$ cat config.mk
export PLATFORM = sky130hd
export DESIGN_NAME = tccw_seq
export DESIGN_NICKNAME = d
export VERILOG_FILES = /design/src/rtl/tccw_pkg.sv /design/src/rtl/tccw_seq.sv
export SDC_FILE = /design/constraint.sdc
export NUM_CORES = 1
export LEC_CHECK = 0
export BUFFER_PORTS_ARGS = -buffer_cell sky130_fd_sc_hd__buf_2
export CAP_MARGIN = 20
export CORE_UTILIZATION = 57
export CTS_BUF_LIST = sky130_fd_sc_hd__clkbuf_16
export CTS_CLUSTER_SIZE = 8
export DETAILED_ROUTE_END_ITERATION = 6
export PLACE_DENSITY_LB_ADDON = 0.12
export SETUP_SLACK_MARGIN = 0.1
export SYNTH_ARGS = -nofsm -noshare
export SYNTH_HDL_FRONTEND = slang
export SYNTH_SLANG_ARGS = --single-unit
$ cat constraint.sdc
create_clock -name clock -period 6.57 [get_ports clock]
set_input_delay 0.3285 -clock clock [delete_from_list [all_inputs] [get_ports clock]]
set_output_delay 0.3285 -clock clock [all_outputs]
set_load 0.1 [all_outputs]
$ cat src/rtl/tccw_pkg.sv
`default_nettype none
package tccw_pkg;

   typedef enum logic [2:0] {
      ST_IDLE,
      ST_READ,
      ST_COPY,
      ST_BLANK,
      ST_DONE
   } state_type;

   localparam logic [1:0] KIND_PUT   = 2'd0;
   localparam logic [1:0] KIND_CLEAR = 2'd1;
   localparam logic [1:0] KIND_READ  = 2'd2;

   localparam logic [7:0] CHAR_NEWLINE   = 8'h0A;
   localparam logic [7:0] CHAR_RETURN    = 8'h0D;
   localparam logic [7:0] CHAR_BACKSPACE = 8'h08;
   localparam logic [7:0] CHAR_TAB       = 8'h09;
   localparam logic [7:0] CHAR_BLANK     = 8'h20;

   localparam logic [7:0] COLOR_RESET = 8'h07;

   localparam int CURSOR_W = 11;
   localparam int CELL_W   = 16;

   // result handed from the sequencer to the output register
   typedef struct packed {
      logic                load;
      logic [CURSOR_W-1:0] cursor;
      logic [CELL_W-1:0]   data;
      logic                scrolled;
   } result_type;

endpackage
`default_nettype wire

$ cat src/rtl/tccw_seq.sv
`default_nettype none
module tccw_seq #(
   parameter int COLUMNS = 80,
   parameter int ROWS    = 25,
   localparam int CELLS  = COLUMNS * ROWS,
   localparam int ADDR_W = $clog2(CELLS)
) (
   input  wire logic                         clock,
   input  wire logic                         reset,
   input  wire logic                         req_valid,
   output logic                              req_ready,
   input  wire logic [1:0]                   req_kind,
   input  wire logic [7:0]                   req_char,
   input  wire logic [10:0]                  req_index,
   input  wire logic [7:0]                   text_color,
   input  wire logic                         out_free,
   output tccw_pkg::result_type              result,
   output logic                              ram_wr_en,
   output logic [ADDR_W-1:0]                 ram_wr_addr,
   output logic [tccw_pkg::CELL_W-1:0]       ram_wr_data,
   output logic                              ram_rd_en,
   output logic [ADDR_W-1:0]                 ram_rd_addr,
   input  wire logic [tccw_pkg::CELL_W-1:0]  ram_rd_data
);

   localparam int COL_W = $clog2(COLUMNS);
   localparam int ROW_W = $clog2(ROWS);
   localparam logic [ADDR_W-1:0] COLS_A   = ADDR_W'(COLUMNS);
   localparam logic [ADDR_W-1:0] SRC_END  = ADDR_W'(CELLS - COLUMNS);
   localparam logic [ADDR_W-1:0] LAST_A   = ADDR_W'(CELLS - 1);
   localparam logic [COL_W-1:0]  LAST_COL = COL_W'(COLUMNS - 1);
   localparam logic [ROW_W-1:0]  LAST_ROW = ROW_W'(ROWS - 1);

   tccw_pkg::state_type state_ff, state_in;
   logic [ROW_W-1:0]  row_ff, row_in;
   logic [COL_W-1:0]  col_ff, col_in;
   logic [ADDR_W-1:0] base_ff, base_in;
   logic [ADDR_W-1:0] cnt_ff, cnt_in;
   logic [ADDR_W-1:0] dst_ff, dst_in;
   logic              pend_ff, pend_in;
   logic              scrolled_ff, scrolled_in;

   logic [ADDR_W-1:0] cur;
   logic [ADDR_W-1:0] cur_next;
   logic [COL_W:0]    tab_col;
   logic [15:0]       index_ext;
   logic [15:0]       cursor_ext;
   logic [tccw_pkg::CELL_W-1:0] blank;

   assign cur       = base_ff + ADDR_W'(col_ff);
   assign cur_next  = base_in + ADDR_W'(col_in);
   assign tab_col   = ({1'b0, col_ff} | (COL_W+1)'(7)) + (COL_W+1)'(1);
   assign index_ext = 16'(req_index);
   assign cursor_ext = 16'(cur_next);
   assign blank     = {text_color, tccw_pkg::CHAR_BLANK};

   always_ff @(posedge clock) begin
      if (reset) begin
         state_ff    <= tccw_pkg::ST_IDLE;
         row_ff      <= '0;
         col_ff      <= '0;
         base_ff     <= '0;
         pend_ff     <= 1'b0;
         scrolled_ff <= 1'b0;
      end else begin
         state_ff    <= state_in;
         row_ff      <= row_in;
         col_ff      <= col_in;
         base_ff     <= base_in;
         pend_ff     <= pend_in;
         scrolled_ff <= scrolled_in;
      end
   end

   always_ff @(posedge clock) begin
      cnt_ff <= cnt_in;
      dst_ff <= dst_in;
   end

   always_comb begin
      logic go_scroll;
      logic walk;
      logic issue;
      go_scroll       = 1'b0;
      walk            = 1'b0;
      issue           = 1'b0;
      state_in        = state_ff;
      row_in          = row_ff;
      col_in          = col_ff;
      base_in         = base_ff;
      cnt_in          = cnt_ff;
      dst_in          = dst_ff;
      pend_in         = 1'b0;
      scrolled_in     = scrolled_ff;
      req_ready       = 1'b0;
      ram_wr_en       = 1'b0;
      ram_wr_addr     = '0;
      ram_wr_data     = '0;
      ram_rd_en       = 1'b0;
      ram_rd_addr     = '0;
      result.load     = 1'b0;
      result.data     = '0;
      result.scrolled = 1'b0;

      unique case (state_ff)
         tccw_pkg::ST_IDLE: begin
            req_ready = out_free;
            if (req_valid && out_free) begin
               case (req_kind)
                  tccw_pkg::KIND_PUT: begin
                     case (req_char)
                        tccw_pkg::CHAR_NEWLINE: begin
                           if (row_ff == LAST_ROW) begin
                              go_scroll = 1'b1;
                           end else begin
                              row_in  = row_ff + ROW_W'(1);
                              base_in = base_ff + COLS_A;
                              col_in  = '0;
                           end
                        end
                        tccw_pkg::CHAR_RETURN: begin
                           col_in = '0;
                        end
                        tccw_pkg::CHAR_BACKSPACE: begin
                           if (cur != '0) begin
                              if (col_ff != '0) begin
                                 col_in = col_ff - COL_W'(1);
                              end else begin
                                 row_in  = row_ff - ROW_W'(1);
                                 base_in = base_ff - COLS_A;
                                 col_in  = LAST_COL;
                              end
                              ram_wr_en   = 1'b1;
                              ram_wr_addr = cur - ADDR_W'(1);
                              ram_wr_data = blank;
                           end
                        end
                        tccw_pkg::CHAR_TAB: begin
                           if (tab_col >= (COL_W+1)'(COLUMNS)) begin
                              col_in = LAST_COL;
                           end else begin
                              col_in = tab_col[COL_W-1:0];
                           end
                        end
                        default: begin
                           ram_wr_en   = 1'b1;
                           ram_wr_addr = cur;
                           ram_wr_data = {text_color, req_char};
                           if (col_ff == LAST_COL) begin
                              if (row_ff == LAST_ROW) begin
                                 go_scroll = 1'b1;
                              end else begin
                                 row_in  = row_ff + ROW_W'(1);
                                 base_in = base_ff + COLS_A;
                                 col_in  = '0;
                              end
                           end else begin
                              col_in = col_ff + COL_W'(1);
                           end
                        end
                     endcase
                     if (go_scroll) begin
                        row_in      = LAST_ROW;
                        base_in     = SRC_END;
                        col_in      = '0;
                        cnt_in      = '0;
                        scrolled_in = 1'b1;
                        walk        = 1'b1;
                        state_in    = tccw_pkg::ST_COPY;
                     end
                  end
                  tccw_pkg::KIND_CLEAR: begin
                     row_in      = '0;
                     base_in     = '0;
                     col_in      = '0;
                     cnt_in      = '0;
                     scrolled_in = 1'b0;
                     walk        = 1'b1;
                     state_in    = tccw_pkg::ST_BLANK;
                  end
                  tccw_pkg::KIND_READ: begin
                     if (index_ext < 16'(CELLS)) begin
                        ram_rd_en   = 1'b1;
                        ram_rd_addr = index_ext[ADDR_W-1:0];
                        walk        = 1'b1;
                        state_in    = tccw_pkg::ST_READ;
                     end
                  end
                  default: begin
                  end
               endcase
               result.load = !walk;
            end
         end
         tccw_pkg::ST_READ: begin
            if (out_free) begin
               result.load = 1'b1;
               result.data = ram_rd_data;
               state_in    = tccw_pkg::ST_IDLE;
            end
         end
         tccw_pkg::ST_COPY: begin
            // reads run one cell ahead of the writes one row lower
            issue = (cnt_ff != SRC_END);
            if (issue) begin
               ram_rd_en   = 1'b1;
               ram_rd_addr = cnt_ff + COLS_A;
               cnt_in      = cnt_ff + ADDR_W'(1);
               dst_in      = cnt_ff;
            end else begin
               state_in = tccw_pkg::ST_BLANK;
            end
            pend_in = issue;
            if (pend_ff) begin
               ram_wr_en   = 1'b1;
               ram_wr_addr = dst_ff;
               ram_wr_data = ram_rd_data;
            end
         end
         tccw_pkg::ST_BLANK: begin
            ram_wr_en   = 1'b1;
            ram_wr_addr = cnt_ff;
            ram_wr_data = blank;
            cnt_in      = cnt_ff + ADDR_W'(1);
            if (cnt_ff == LAST_A) begin
               state_in = tccw_pkg::ST_DONE;
            end
         end
         tccw_pkg::ST_DONE: begin
            if (out_free) begin
               result.load     = 1'b1;
               result.scrolled = scrolled_ff;
               state_in        = tccw_pkg::ST_IDLE;
            end
         end
         default: begin
            state_in = tccw_pkg::ST_IDLE;
         end
      endcase

      if (state_ff == tccw_pkg::ST_IDLE) begin
         result.scrolled = 1'b0;
      end
      result.cursor = cursor_ext[tccw_pkg::CURSOR_W-1:0];
   end

endmodule
`default_nettype wire

==> flow_summary.json <==
{
  "status": "finished, violations left",
  "violations": "DRC",
  "diodes": 0,
  "rsz0062_at_grt": "yes",
  "worstPathCellList": "ha_1, inv_1, fa_1, ha_1, nand3b_1, mux2i_4, o211ai_2, or4_4, o31ai_1, a211oi_1, o32ai_2, ha_1, a21o_1, a21oi_1, o21bai_1, a21oi_1, o21bai_1, a21oi_1, nor3_2, xnor2_1, clkbuf_4",
  "post_synth.cell_area_avg_um2": 7.57,
  "grt_pass1_vias": 5784,
  "place_congestion": 1.01,
  "drive_gt1_share_pct": 19.5,
  "p_clk_share_pct": 19.9,
  "fmax_mhz": 162,
  "combPwrFrac_pct": 49.3,
  "core_um2": 9370,
  "synth_area_um2": 5590,
  "root_buffer": "clkbuf_16",
  "path_delay_family": "compound AO/OA/AOI/OAI gates",
  "grt_max_degree": 29,
  "rows": 35,
  "setup_viol": 0,
  "period_share_pct": 94.1,
  "layout_setup_ws_ps": 387,
  "skew_ps": 6.61,
  "start_util_pct": 59.7,
  "crit_required_ps": 6240,
  "synth-seq-area-share_pct": 21.8,
  "slew_headroom_pct": 33.4,
  "clk_pin_slew_ps": 80,
  "die_area_um2": 10200,
  "cts_tree": "yes",
  "clock-sinks": 50,
  "crit_slowest_cell": "or4_4",
  "synth_ff_type": "dfxtp_1",
  "critPathBufInv": 2,
  "r2r-start": "col_ff[0]",
  "hold_class": "in2reg",
  "setup_tns_ps": 0,
  "min_from": "out_free",
  "dp_hpwl_um": 13800,
  "utilization_pct": 68.1,
  "busiest_layer": "met2",
  "synth-edff-count": 22,
  "fin_crit_ps": 6180,
  "wirelength_um": 18200,
  "cts_setup_buffers": 0,
  "fp.dieW_um": 101,
  "drv_slew": 0,
  "crit_arrival_ps": 5850,
  "syn_to_final_growth_pct": 14.2,
  "post_dp_cell_area_um2": 6210,
  "antenna_left": 0,
  "power_switching_mw": 0.744,
  "fin_area_um2": 6380,
  "routedWlPerCell_um": 19.1,
  "antenna_found_initial": 0,
  "crit_fanout": 12,
  "crit_path_start": "col_ff[0]",
  "first_pass_iters": 7,
  "grt_pass1_wl_um": 28600,
  "use_met1_pct": 44.0,
  "max_stage_delay_ps": 660,
  "leakagePower_nw": 2.70,
  "die_h_um": 101,
  "async_flop_share_pct": 0,
  "worstMarginPinSlew_ps": 998,
  "track_usage_pct": 35.7,
  "cts-buffers-inserted": 5,
  "max_cap_violations": 0,
  "synth.net_count": 825,
  "num_vias": 6259,
  "peakVddDrop_uv": 218,
  "p_per_area_nw_per_um2": 221,
  "viasPerCell": 6.57,
  "end_kind": "primary output",
  "finalHoldViolCount": 0,
  "portBuffers": 118,
  "overflow": 0,
  "nNetsFinal": 909,
  "io_pins": 119,
  "cts.path.max_buffers": 2,
  "critical_path_class": "reg2out",
  "yosysUniqueCellTypes": 76,
  "clkLatencyLatePin_ps": 300,
  "ys_warn_count": 0,
  "synthCells": 739,
  "swShare_pct": 52.7,
  "dp_slack_ps": 621,
  "holdBufCountCts": 0,
  "cts.repair.resized": 0,
  "drtIter0Drc": 544,
  "use_met3_pct": 5.55,
  "yosys_register_bits": 50,
  "h-tree-depth": 2,
  "drc_errors": 1,
  "crit_path_start_kind": "register",
  "seq_power_share_pct": 30.8,
  "p_int_mw": 0.668,
  "grt_util_met2_pct": 61.2
}
[through the flow]
stage	instances	hold WS (ps)	power (mW)
CTS	953	429	1.40
global route	953	465	1.46
finish	953	439	1.41
floorplan	739	424	0.999
detailed placement	945	492	1.13
global placement	945	479	1.12
[cells in the mapped netlist (all sizes together), types with 6 or more instances]
master  instances  area (um^2)
o21ai          56          284
nor3           27          140
ha             34          425
xnor2          24          210
buf            10         53.8
nor2           63          236
inv            33          124
o211ai         14          130
xor2           13          121
o32ai           6         67.6
a22o           18          158
clkbuf         41          154
nor4            9         81.3
edfxtp         22          661
and2           29          181
nand2b          7         43.8
nand2          60          225
nand3          29          145
a211oi          7         52.6
a31oi           7         43.8
o31ai           9         72.6
a21o           11         82.6
o21a            6         45.0
dfxtp          28          561
a21oi          50          254
a22oi          15          113
nand4          10         62.6
nor2b          10         62.6
[path summary, 6_finish.rpt]
| kind | end | slack (ps) | cells past startpoint |
|---|---|---|---|
| worst max-delay path | result[26] | 390 | 21 |
| worst min-delay path | state_ff[2] | 440 | 3 |
| worst max register to register | row_ff[0] | 2600 | 13 |
| worst min register to register | row_ff[3] | 500 | 2 |
[power groups by stage]
stage	sequential, mW	combinational (mW)	clock [mW]
2_1_floorplan	0.406	0.593	0
3_3_place_gp	0.438	0.681	0
3_5_place_dp	0.441	0.686	0
4_1_cts	0.434	0.688	0.280
5_1_grt	0.442	0.730	0.292
6_report	0.435	0.696	0.281
[flip-flops by register name, indices dropped and copies added (netlist names)]
signal       count
base_ff         11
cnt_ff          11
dst_ff          11
col_ff           7
row_ff           5
state_ff         3
pend_ff          1
scrolled_ff      1
[layout make-up]
cell class,instances,area [um^2]
Clock inverter,3,28.8
Clock buffer,5,125
Inverter,34,128
Sequential cell,50,1220
Fill cell,875,2990
Tap cell,129,161
Timing Repair Buffer,128,676
Multi-Input combinational cell,604,4040
[worst min-delay path: stages]
cell    delay [ps]
buf_2          150
o32a_1         170
nor2_1          40
[cells by family (layout without fill, tap and decap cells)]
| family | Yosys count | after routing | share of synthesized area (%) |
|---|---|---|---|
| simple gates | 275 | 275 | 25.2 |
| compound gates | 250 | 250 | 31.3 |
| buf+inv | 85 | 170 | 6.00 |
| flops | 50 | 50 | 21.8 |
| fa+ha+maj | 37 | 37 | 8.68 |
| xor+xnor | 37 | 37 | 5.93 |
| mux | 5 | 5 | 1.14 |
[cell usage in the layout, fill, tap and decap left out, drive strengths merged, types with 28 or more instances in the layout]
master  synthesis  layout
dfxtp          28      28
buf            10     124
inv            33      34
nor2           63      63
nand3          29      29
o21ai          56      56
ha             34      34
a21oi          50      50
and2           29      29
nand2          60      60
[metal layers]
metal	wire, um	vias up
li1	-	2906
met1	7040	2888
met2	8580	383
met3	1720	82
met4	825	0
met5	0	-
(Power assumes the default switching activity.)
